==> src/sv/ffha_pkg.sv <==
// ============================================================================
// ffha_pkg - shared definitions for the first-fit heap allocator
// Unit geometry, field widths, status codes, transaction payload types and
// the sequencer state encoding.
// ============================================================================
`default_nettype none

package ffha_pkg;

  // Heap geometry. The unit size is a power of two so that byte offsets and
  // unit indexes convert by shifting.
  localparam int unsigned HEAP_UNITS_DEF = 4096;
  localparam int unsigned UNIT_BYTES     = 8;
  localparam int unsigned UB_SHIFT       = $clog2(UNIT_BYTES);

  // Field widths.
  localparam int unsigned REQ_W    = 16;
  localparam int unsigned ADDR_W   = 15;
  localparam int unsigned USED_W   = 16;
  localparam int unsigned CFG_W    = 13;
  localparam int unsigned NEED_W   = REQ_W - UB_SHIFT + 1;
  localparam int unsigned MINU_W   = CFG_W - UB_SHIFT + 1;

  localparam logic [CFG_W-1:0] CFG_RESET = CFG_W'(16);

  // Operation codes.
  localparam logic FUNC_ALLOC = 1'b0;
  localparam logic FUNC_FREE  = 1'b1;

  typedef enum logic [1:0] {
    ST_DONE    = 2'd0,
    ST_IGNORED = 2'd1,
    ST_NO_FIT  = 2'd2,
    ST_CORRUPT = 2'd3
  } status_t;

  typedef logic [CFG_W-1:0] cfg_data_t;

  typedef struct packed {
    logic              func;
    logic [REQ_W-1:0]  req_bytes;
    logic [ADDR_W-1:0] block_addr;
  } req_t;

  typedef struct packed {
    status_t           status;
    logic [ADDR_W-1:0] payload_addr;
    logic [USED_W-1:0] used_bytes;
  } rsp_t;

  typedef enum logic [2:0] {
    CS_CLEAR,
    CS_IDLE,
    CS_WALK,
    CS_ALLOC_WR,
    CS_FREE_HD,
    CS_MERGE,
    CS_FREE_WR,
    CS_RESP
  } ctrl_state_t;

endpackage

`default_nettype wire

==> src/sv/ffha_ctrl.sv <==
// ============================================================================
// ffha_ctrl - allocator sequencer
// Clears the header store after reset, walks headers for allocate, merges
// following free blocks for free, and keeps the running byte total.
// ============================================================================
`default_nettype none

module ffha_ctrl import ffha_pkg::*; #(
  parameter int unsigned HEAP_UNITS = HEAP_UNITS_DEF,
  localparam int unsigned PW = $clog2(HEAP_UNITS),
  localparam int unsigned SW = PW + 1,
  localparam int unsigned HW = SW + 1
) (
  input  wire logic             clk,
  input  wire logic             rst,
  input  wire logic             req_valid,
  output      logic             req_ready,
  input  wire req_t             req_data,
  input  wire logic [CFG_W-1:0] min_block_bytes,
  output      logic             res_valid,
  input  wire logic             res_ready,
  output      rsp_t             res_data,
  output      logic             mem_rd_en,
  output      logic [PW-1:0]    mem_rd_addr,
  input  wire logic [HW-1:0]    mem_rd_data,
  output      logic             mem_wr_en,
  output      logic [PW-1:0]    mem_wr_addr,
  output      logic [HW-1:0]    mem_wr_data
);

  localparam int unsigned CMP_W = (NEED_W > SW) ? NEED_W : SW;
  localparam int unsigned UBW   = ADDR_W - UB_SHIFT;
  localparam int unsigned FCW   = (UBW > SW) ? UBW : SW;
  localparam int unsigned CW    = (SW > MINU_W) ? SW : MINU_W;
  localparam int unsigned TB_W  = SW + UB_SHIFT;
  localparam int unsigned SUM_W = ((TB_W > USED_W) ? TB_W : USED_W) + 1;
  localparam int unsigned AW    = ((PW + 1 + UB_SHIFT) > ADDR_W) ? (PW + 1 + UB_SHIFT) : ADDR_W;

  ctrl_state_t       state, state_next;
  logic [PW-1:0]     clr_addr, clr_addr_next;
  logic [PW-1:0]     pos, pos_next;
  logic [PW-1:0]     mptr, mptr_next;
  logic [SW-1:0]     need, need_next;
  logic [MINU_W-1:0] minu, minu_next;
  logic [SW-1:0]     acc, acc_next;
  logic [USED_W-1:0] used_total, used_total_next;
  status_t           status_r, status_next;
  logic [ADDR_W-1:0] addr_r, addr_next;

  // Request decode at acceptance.
  logic [REQ_W:0]    need_sum;
  logic [NEED_W-1:0] need_raw, need_eff;
  logic [CFG_W:0]    min_sum;
  logic [MINU_W-1:0] minu_raw, minu_eff;
  logic              too_big;
  logic [UBW-1:0]    ub;
  logic              free_bad;
  logic [FCW-1:0]    free_pos_full;
  logic [PW-1:0]     free_pos;

  // Header just read.
  logic              rd_used;
  logic [SW-1:0]     rd_size;
  logic [SW:0]       walk_nxt;
  logic              nxt_in;
  logic [SW-1:0]     rem;
  logic              fit, split;
  logic [SW-1:0]     rest_sum;
  logic [SW-1:0]     taken;
  logic [SUM_W-1:0]  add_sum, sub_bytes;
  logic [USED_W-1:0] add_sat, sub_res;
  logic [PW:0]       pos_inc;
  logic [AW-1:0]     pay_full;
  logic [SW-1:0]     acc_new;
  logic [SW:0]       merge_sum;
  logic              merge_in;

  assign need_sum = {1'b0, req_data.req_bytes} + (REQ_W+1)'(2*UNIT_BYTES - 1);
  assign need_raw = need_sum[REQ_W:UB_SHIFT];
  assign min_sum  = {1'b0, min_block_bytes} + (CFG_W+1)'(UNIT_BYTES - 1);
  assign minu_raw = min_sum[CFG_W:UB_SHIFT];
  assign minu_eff = (minu_raw == '0) ? MINU_W'(1) : minu_raw;
  assign need_eff = (NEED_W'(minu_eff) > need_raw) ? NEED_W'(minu_eff) : need_raw;
  assign too_big  = CMP_W'(need_eff) > CMP_W'(HEAP_UNITS);

  // The header sits one unit below the payload offset.
  assign ub            = req_data.block_addr[ADDR_W-1:UB_SHIFT];
  assign free_bad      = (ub == '0) || (FCW'(ub) > FCW'(HEAP_UNITS));
  assign free_pos_full = FCW'(ub) - FCW'(1);
  assign free_pos      = free_pos_full[PW-1:0];

  assign rd_used  = mem_rd_data[SW];
  assign rd_size  = mem_rd_data[SW-1:0];
  assign walk_nxt = {2'b00, pos} + {1'b0, rd_size};
  assign nxt_in   = walk_nxt < (SW+1)'(HEAP_UNITS);
  assign rem      = rd_size - need;
  assign fit      = !rd_used && (rd_size >= need);
  assign split    = CW'(rem) >= CW'(minu);
  assign rest_sum = {1'b0, pos} + need;
  assign taken    = split ? need : rd_size;

  assign add_sum = SUM_W'(used_total) + SUM_W'({taken, {UB_SHIFT{1'b0}}});
  assign add_sat = (add_sum > SUM_W'({USED_W{1'b1}})) ? {USED_W{1'b1}} : add_sum[USED_W-1:0];
  assign sub_bytes = SUM_W'({rd_size, {UB_SHIFT{1'b0}}});
  assign sub_res   = (sub_bytes > SUM_W'(used_total)) ? '0 :
                     USED_W'(SUM_W'(used_total) - sub_bytes);

  assign pos_inc  = {1'b0, pos} + (PW+1)'(1);
  assign pay_full = AW'({pos_inc, {UB_SHIFT{1'b0}}});

  assign acc_new   = acc + rd_size;
  assign merge_sum = {2'b00, pos} + {1'b0, acc_new};
  assign merge_in  = merge_sum < (SW+1)'(HEAP_UNITS);

  assign res_data = '{status: status_r, payload_addr: addr_r, used_bytes: used_total};

  always_ff @(posedge clk) begin
    if (rst) begin
      state      <= CS_CLEAR;
      clr_addr   <= '0;
      used_total <= '0;
    end else begin
      state      <= state_next;
      clr_addr   <= clr_addr_next;
      used_total <= used_total_next;
    end
  end

  always_ff @(posedge clk) begin
    pos      <= pos_next;
    mptr     <= mptr_next;
    need     <= need_next;
    minu     <= minu_next;
    acc      <= acc_next;
    status_r <= status_next;
    addr_r   <= addr_next;
  end

  always_comb begin
    state_next      = state;
    clr_addr_next   = clr_addr;
    pos_next        = pos;
    mptr_next       = mptr;
    need_next       = need;
    minu_next       = minu;
    acc_next        = acc;
    used_total_next = used_total;
    status_next     = status_r;
    addr_next       = addr_r;
    req_ready       = 1'b0;
    res_valid       = 1'b0;
    mem_rd_en       = 1'b0;
    mem_rd_addr     = pos;
    mem_wr_en       = 1'b0;
    mem_wr_addr     = pos;
    mem_wr_data     = '0;

    case (state)
      CS_CLEAR: begin
        // Entry 0 becomes one free block spanning the heap.
        mem_wr_en     = 1'b1;
        mem_wr_addr   = clr_addr;
        mem_wr_data   = (clr_addr == '0) ? {1'b0, SW'(HEAP_UNITS)} : '0;
        clr_addr_next = clr_addr + PW'(1);
        if (clr_addr == PW'(HEAP_UNITS - 1)) begin
          state_next = CS_IDLE;
        end
      end

      CS_IDLE: begin
        req_ready = 1'b1;
        if (req_valid) begin
          addr_next = '0;
          if (req_data.func == FUNC_ALLOC) begin
            if (req_data.req_bytes == '0) begin
              status_next = ST_IGNORED;
              state_next  = CS_RESP;
            end else if (too_big) begin
              status_next = ST_NO_FIT;
              state_next  = CS_RESP;
            end else begin
              need_next   = SW'(need_eff);
              minu_next   = minu_eff;
              pos_next    = '0;
              mem_rd_en   = 1'b1;
              mem_rd_addr = '0;
              state_next  = CS_WALK;
            end
          end else begin
            if (free_bad) begin
              status_next = ST_IGNORED;
              state_next  = CS_RESP;
            end else begin
              pos_next    = free_pos;
              mem_rd_en   = 1'b1;
              mem_rd_addr = free_pos;
              state_next  = CS_FREE_HD;
            end
          end
        end
      end

      CS_WALK: begin
        if (rd_size == '0) begin
          status_next = ST_CORRUPT;
          state_next  = CS_RESP;
        end else if (fit) begin
          status_next     = ST_DONE;
          addr_next       = pay_full[ADDR_W-1:0];
          used_total_next = add_sat;
          mem_wr_en       = 1'b1;
          if (split) begin
            mem_wr_addr = rest_sum[PW-1:0];
            mem_wr_data = {1'b0, rem};
            state_next  = CS_ALLOC_WR;
          end else begin
            mem_wr_addr = pos;
            mem_wr_data = {1'b1, rd_size};
            state_next  = CS_RESP;
          end
        end else if (nxt_in) begin
          pos_next    = walk_nxt[PW-1:0];
          mem_rd_en   = 1'b1;
          mem_rd_addr = walk_nxt[PW-1:0];
        end else begin
          status_next = ST_NO_FIT;
          state_next  = CS_RESP;
        end
      end

      CS_ALLOC_WR: begin
        mem_wr_en   = 1'b1;
        mem_wr_addr = pos;
        mem_wr_data = {1'b1, need};
        state_next  = CS_RESP;
      end

      CS_FREE_HD: begin
        if (rd_size == '0) begin
          status_next = ST_CORRUPT;
          state_next  = CS_RESP;
        end else begin
          if (rd_used) begin
            used_total_next = sub_res;
          end
          acc_next = rd_size;
          if (nxt_in) begin
            mptr_next   = walk_nxt[PW-1:0];
            mem_rd_en   = 1'b1;
            mem_rd_addr = walk_nxt[PW-1:0];
            state_next  = CS_MERGE;
          end else begin
            state_next = CS_FREE_WR;
          end
        end
      end

      CS_MERGE: begin
        if (!rd_used && (rd_size != '0)) begin
          // Absorb the following block and clear its header.
          mem_wr_en   = 1'b1;
          mem_wr_addr = mptr;
          mem_wr_data = '0;
          acc_next    = acc_new;
          if (merge_in) begin
            mptr_next   = merge_sum[PW-1:0];
            mem_rd_en   = 1'b1;
            mem_rd_addr = merge_sum[PW-1:0];
          end else begin
            state_next = CS_FREE_WR;
          end
        end else begin
          state_next = CS_FREE_WR;
        end
      end

      CS_FREE_WR: begin
        mem_wr_en   = 1'b1;
        mem_wr_addr = pos;
        mem_wr_data = {1'b0, acc};
        status_next = ST_DONE;
        state_next  = CS_RESP;
      end

      CS_RESP: begin
        res_valid = 1'b1;
        if (res_ready) begin
          state_next = CS_IDLE;
        end
      end

      default: begin
        state_next = CS_IDLE;
      end
    endcase
  end

endmodule

`default_nettype wire

==> config.mk <==
export PLATFORM = sky130hd
export DESIGN_NAME = ffha_ctrl
export DESIGN_NICKNAME = d
export VERILOG_FILES = /design/src/sv/ffha_pkg.sv /design/src/sv/ffha_ctrl.sv
export SDC_FILE = /design/constraint.sdc
export NUM_CORES = 1
export LEC_CHECK = 0
export BUFFER_PORTS_ARGS = -buffer_cell sky130_fd_sc_hd__buf_2
export CAP_MARGIN = 20
export CORE_UTILIZATION = 60
export CTS_BUF_LIST = sky130_fd_sc_hd__clkbuf_4 sky130_fd_sc_hd__clkbuf_8
export DETAILED_ROUTE_END_ITERATION = 10
export PLACE_DENSITY = 0.8
export SLEW_MARGIN = 25
export SYNTH_ARGS = -nofsm -noshare
export SYNTH_HDL_FRONTEND = slang
export SYNTH_SLANG_ARGS = --single-unit
==> constraint.sdc <==
create_clock -name clk -period 12.75 [get_ports clk]
set_clock_uncertainty 0.05 [all_clocks]
set_input_delay 1.275 -clock clk [delete_from_list [all_inputs] [get_ports clk]]
set_output_delay 1.275 -clock clk [all_outputs]
set_load 0.01 [all_outputs]
**Word-level counts from Yosys, hierarchy flattened**

Index checks and enable logic that the tools add are counted.
Widths: inputs -> output; s select.

- Output and inout bits: 75
- Input port bits: 63
- Register bits: 109
- Logic and storage cells: 170

- Eq/ne operators: 23
- Add/subtract/negate cells: 12
- Reductions and logical operators: 24
- $lt $le $gt $ge: 9
- Mux-type cells: 89
- Bitwise gates (word level): 3

Operators by type and width:

| kind | count |
|---|---|
| $mux 12 | 19 |
| $mux 16 | 6 |
| $mux 14 | 4 |
| $pmux 14 s4 | 1 |
| $mux 13 | 4 |
| $pmux 12 s2 | 2 |
| $pmux 12 s4 | 1 |
| $mux 15 | 3 |
| $mux 3 | 12 |
| $pmux 12 s3 | 1 |
| $pmux 16 s2 | 1 |
| $pmux 15 s2 | 1 |
| $add 12x13->14 | 2 |
| $lt 14x13->1 const B | 2 |
| $pmux 13 s2 | 1 |
| $add 12x1->12 const B | 2 |
| $logic_not 12->1 | 2 |
| $mux 2 | 12 |
| $ne 2x2->1 const B | 11 |
| $pmux 3 s7 | 1 |
| $reduce_and 5->1 | 4 |
| $add 16x16->17 | 1 |
| $add 16x4->17 const B | 1 |
| $gt 17x16->1 const B | 1 |
| other kinds (39) | 65 |

**Logic depth before layout (Yosys ltp)**

- Depth in word-level cells: 11
- Gate-level depth with buffers: 29
- Depth with buffers taken out: 28

**Worst setup path after synthesis**

OpenSTA, ideal clock, no wires.

- Path kind: input to register
- From: input mem_rd_data[0]
- To: register used_total[10]
- Cell stages on the path: 29
- Data required time: 12.568 ns
- Setup time: 0.132 ns
- Setup slack: 6.034 ns
- Arrival time: 6.534 ns
- Cells stage by stage: inv_1 ha_1 fa_1 nor2b_1 o211ai_1 a21boi_0 nor2_1 o21bai_1 a21o_1 a21oi_1 xnor2_1 ha_1 a21oi_1 o2111a_1 buf_1 clkbuf_1 o21ai_0 ha_1 a21oi_1 a2bb2oi_1 o21ai_0 o41ai_1 o21ba_2 nor2_1 a211oi_1 clkbuf_1 a21oi_1 a211oi_1 nor3_1

- Longest elaborated chain between the ends: 9
- Elaborated cells between the ends (all ways): 21
- Those cells by class: add/sub: 3; order compare: 4; eq/ne: 3; mux: 8; reduce/logical: 3

RTL lines:

| what | RTL line | source |
|---|---|---|
| from (decl) | ffha_ctrl.sv:25 | `input wire logic [HW-1:0] mem_rd_data,` |
| $sub 13x13->13 | ffha_ctrl.sv:96 | `assign rem = rd_size - need;` |
| $ge 13x11->1 | ffha_ctrl.sv:98 | `assign split = CW'(rem) >= CW'(minu);` |
| $mux 13 | ffha_ctrl.sv:100 | `assign taken = split ? need : rd_size;` |
| $add 16x16->17 | ffha_ctrl.sv:102 | `assign add_sum = SUM_W'(used_total) + SUM_W'({taken, {UB_SHIFT{1'b0}}});` |
| $gt 17x16->1 | ffha_ctrl.sv:103 | `assign add_sat = (add_sum > SUM_W'({USED_W{1'b1}})) ? {USED_W{1'b1}} : add_sum[USED_W-1:0];` |
| $mux 16 | ffha_ctrl.sv:103 |  |
| $mux 16 | ffha_ctrl.sv:207 | `end else if (fit) begin` |
| $mux 16 | ffha_ctrl.sv:204 | `if (rd_size == '0) begin` |
| $pmux 16 s2 | ffha_ctrl.sv:158 | `case (state)` |
| to (signal assigned) | ffha_ctrl.sv:125 | `used_total <= used_total_next;` |
| to (decl) | ffha_ctrl.sv:46 | `logic [USED_W-1:0] used_total, used_total_next;` |

Parallel ways exist; a longest one is shown, timed or not. The select of a mux whose other input is x is not followed.
A chain may end at the register's enable or synchronous reset.

**Worst setup path in the final report**

- From: input mem_rd_data[0]
- To: register used_total[6]

The elaborated chain is that of the path after synthesis.

==> run summary <==
status: finished, final reports clean
Die Span Y: 141 um
total CTS buffers: 9
Setup CP Type: in -> reg
Iteration-0 DRC Markers: 1565
r2r endpoint: used_total[6]$_SDFFE_PP0P_
initial antenna violation count: 0
Reg2Reg Setup Slack: 5.53 ns
Seq/Total Area, Yosys: 24.4%
RSZ-0062 raised after global routing: no
area leader, netlist: edfxtp_1
Slew Viols, Final: 0
Power per Cell Area: 90.1 nW/um^2
GRT overflow: 0
VDD IR-drop max: 59.4 uV
Std-Cell Rows: 50
Slew @ Worst Pin: 1.05 ns
Initial Util: 61.6%
mux share of post-synthesis cell area: 2.29%
Synth Area in XOR/XNOR: 8.46%
fin crit share: 61.3%
cts hold-fix bufs: 0
Setup TNS Final: 0 ns
min Tclk post-route: 7.82 ns
synthesis-stage register bit count: 104
WP data required: 12.96 ns
Pleak: 0.00532 uW
critical path endpoint: used_total[6]$_SDFFE_PP0P_
Skew-Pair Late Insertion Delay: 0.41 ns
Final Routed Wirelength: 38700 um
largest net degree at the start of global routing: 33
R2R cell count: 26
largest family of logic cells by synthesized area: compound AO/OA/AOI/OAI gates
first-pass GRT wire length: 59900 um
antenna viol nets, final: 0
startpoint of the worst-slack reg-to-reg timing path: need[0]$_DFFE_PP_
routed vias: 11900
number of flops mapped to enable cells by yosys: 75
Placed Area: 12400 um^2
Multi-input gate area: 8190 um^2
CP Launch Type: input port
# nets final: 1743
GPL Wtd Cong: 1.01
post-route cell area: 12600 um^2
adder-cell share of the synthesized area: 13.7%
Critical Path Fanout Max: 32
clk slew on worst S/H paths: 0.10 ns
area fraction of the dominant cell type after synthesis: 19.4%
Sequential Area: 2830 um^2
Residual DRC: 0
Cells after Synth: 1468
Post-synth ARST share: 0%
Placeable Area: 18800 um^2
clock buffer depth: 2
Max Clock Freq: 128 MHz
number of global-route vias before repair: 10800
CTS Root Cell: clkbuf_8
Syn Area/Cell: 7.90 um^2
slew margin rel.: 29.3%
post-cts sizing count: 0
final hold vios: 0
MaxCap Viol Count: 0
CTS tree: built
HPWL after DPL: 30000 um
Area contributors post-synth: edfxtp_1, ha_1, a21oi_1
Total GRT Usage: 39.3%
CP Launch Point: mem_rd_data[0]
Avg Vias per Cell: 6.51
Port Buf Inserts: 131
die width: 141 um
final setup vio count: 0
IO Pins: 138
layout cells sized above 1: 12.6%
DRT Pass-1 Iters: 7
clock sinks: 104
DR WL/cell: 21.2 um
min-delay src: used_total[3]$_SDFFE_PP0P_
Worst Hold Class: reg -> reg
Syn. warnings: 0
Setup crit end kind: flip-flop
fillcell total: 1629
Netlist cell types: 82
Compound-Gate Fraction of Synth Area: 26.5%
Synth Area in Simple Gates: 19.3%
synthesized cell area: 11600 um^2
H-tree depth: 3
DIE AREA: 19900 um^2
WP data arrival: 8.03 ns
main flop type after synthesis: edfxtp_1
Area Overhead vs Synth: 8.85%
postcts setup bufs: 0
==> report_power, final <==
group	internal, uW	switching [uW]
Combinational	192	318
Sequential	384	29.3
Clock	79.0	134
==> through the flow <==
stage               setup slack, ns  hold WS (ns)  std cells  utilization, %  power (uW)
global placement               4.77         0.455       1807            65.9         904
finish                         4.93         0.490       1824            67.0        1140
floorplan                      6.03         0.434       1470               -         751
global route                   4.67         0.527       1823            67.0        1190
detailed placement             4.60         0.481       1807            65.9         913
CTS                            4.98         0.491       1823            66.9        1120
==> cell families after synthesis <==
logic type | count (synthesis)
AND/OR/NAND/NOR | 478
AO/OA/AOI/OAI | 474
buffers and inverters | 152
adder cells (fa/ha/maj) | 122
XOR/XNOR | 112
flip-flops | 104
multiplexers | 25
other | 1
==> worst max-delay path, stage by stage <==
cell       delay [ns]
buf_2            0.26
inv_1            0.09
ha_1             0.26
fa_1             0.42
nor2b_1          0.17
o21a_1           0.13
nor2_1           0.04
xnor2_1          0.35
ha_1             0.33
a21o_1           0.17
a2111oi_0        0.38
o21ai_0          0.18
o21ai_0          0.21
o2111a_2         0.63
nand2_1          0.15
o21ai_0          0.24
ha_1             0.36
a21oi_1          0.20
a2bb2oi_1        0.19
o21ai_0          0.18
o41ai_1          0.50
o21ba_2          0.23
nor2_1           0.05
a211oi_1         0.24
buf_4            0.26
a21oi_1          0.08
a311oi_1         0.33
nor3_1           0.09
==> cells in the final DEF (no fill, tap or decap), drive strengths merged, types with 9 or more instances in the layout <==
cell,synthesis,routed
a211oi,26,26
a21boi,15,15
a21o,27,27
a21oi,130,130
a221oi,9,9
a22oi,19,19
a31oi,14,14
and3,23,23
buf,14,145
clkbuf,54,10
dfxtp,29,29
edfxtp,75,75
ha,114,114
inv,82,84
mux2,9,9
mux2i,16,16
nand2,114,114
nand2b,17,17
nand3,29,29
nand4,15,15
nor2,164,164
nor2b,16,16
nor3,46,46
nor4,13,13
o211ai,14,14
o21a,18,18
o21ai,100,100
o21bai,11,11
o22a,12,12
o22ai,17,17
or3,10,10
xnor2,73,73
xor2,39,39
==> worst min-delay path by stage <==
| stage | end | slack [ns] | cells after the start |
|---|---|---|---|
| 2_1_floorplan | clr_addr[11]$_SDFFE_PP0N_ | 0.43 | 2 |
| 3_3_place_gp | used_total[3]$_SDFFE_PP0P_ | 0.45 | 2 |
| 3_5_place_dp | used_total[3]$_SDFFE_PP0P_ | 0.48 | 2 |
| 4_1_cts | used_total[3]$_SDFFE_PP0P_ | 0.49 | 2 |
| 5_1_grt | used_total[3]$_SDFFE_PP0P_ | 0.53 | 2 |
| 6_report | used_total[3]$_SDFFE_PP0P_ | 0.49 | 2 |
==> layer usage <==
layer	track usage (%)	vias up	part of all wire, %
li1	-	5603	-
met5	0	-	0
met1	53.4	5485	42
met4	13.4	0	3.6
met2	60.5	682	43
met3	10.1	100	12
==> Yosys cell counts, drive strengths merged (16+ instances only) <==
cell      n
a211oi   26
a21o     27
a21oi   130
a22oi    19
and3     23
clkbuf   54
dfxtp    29
edfxtp   75
ha      114
inv      82
mux2i    16
nand2   114
nand2b   17
nand3    29
nor2    164
nor2b    16
nor3     46
o21a     18
o21ai   100
o22ai    17
xnor2    73
xor2     39
==> sequential cells by signal, summed over array words and instances, names as in the netlist <==
name and cells:
addr_r 12, minu 11, pos 12, acc 13
mptr 12, need 13, used_total 14, clr_addr 12
state 3, status_r 2
==> cell type report <==
cell class	instances	share of cell area, %
Clock buffer	10	1.09
Tap cell	260	2.58
Multi-Input combinational cell	1214	64.9
Sequential cell	104	22.4
Antenna cell	1	0.0198
Clock inverter	6	0.397
Inverter	84	2.50
Timing Repair Buffer	145	6.03
(Power assumes the default switching activity.)
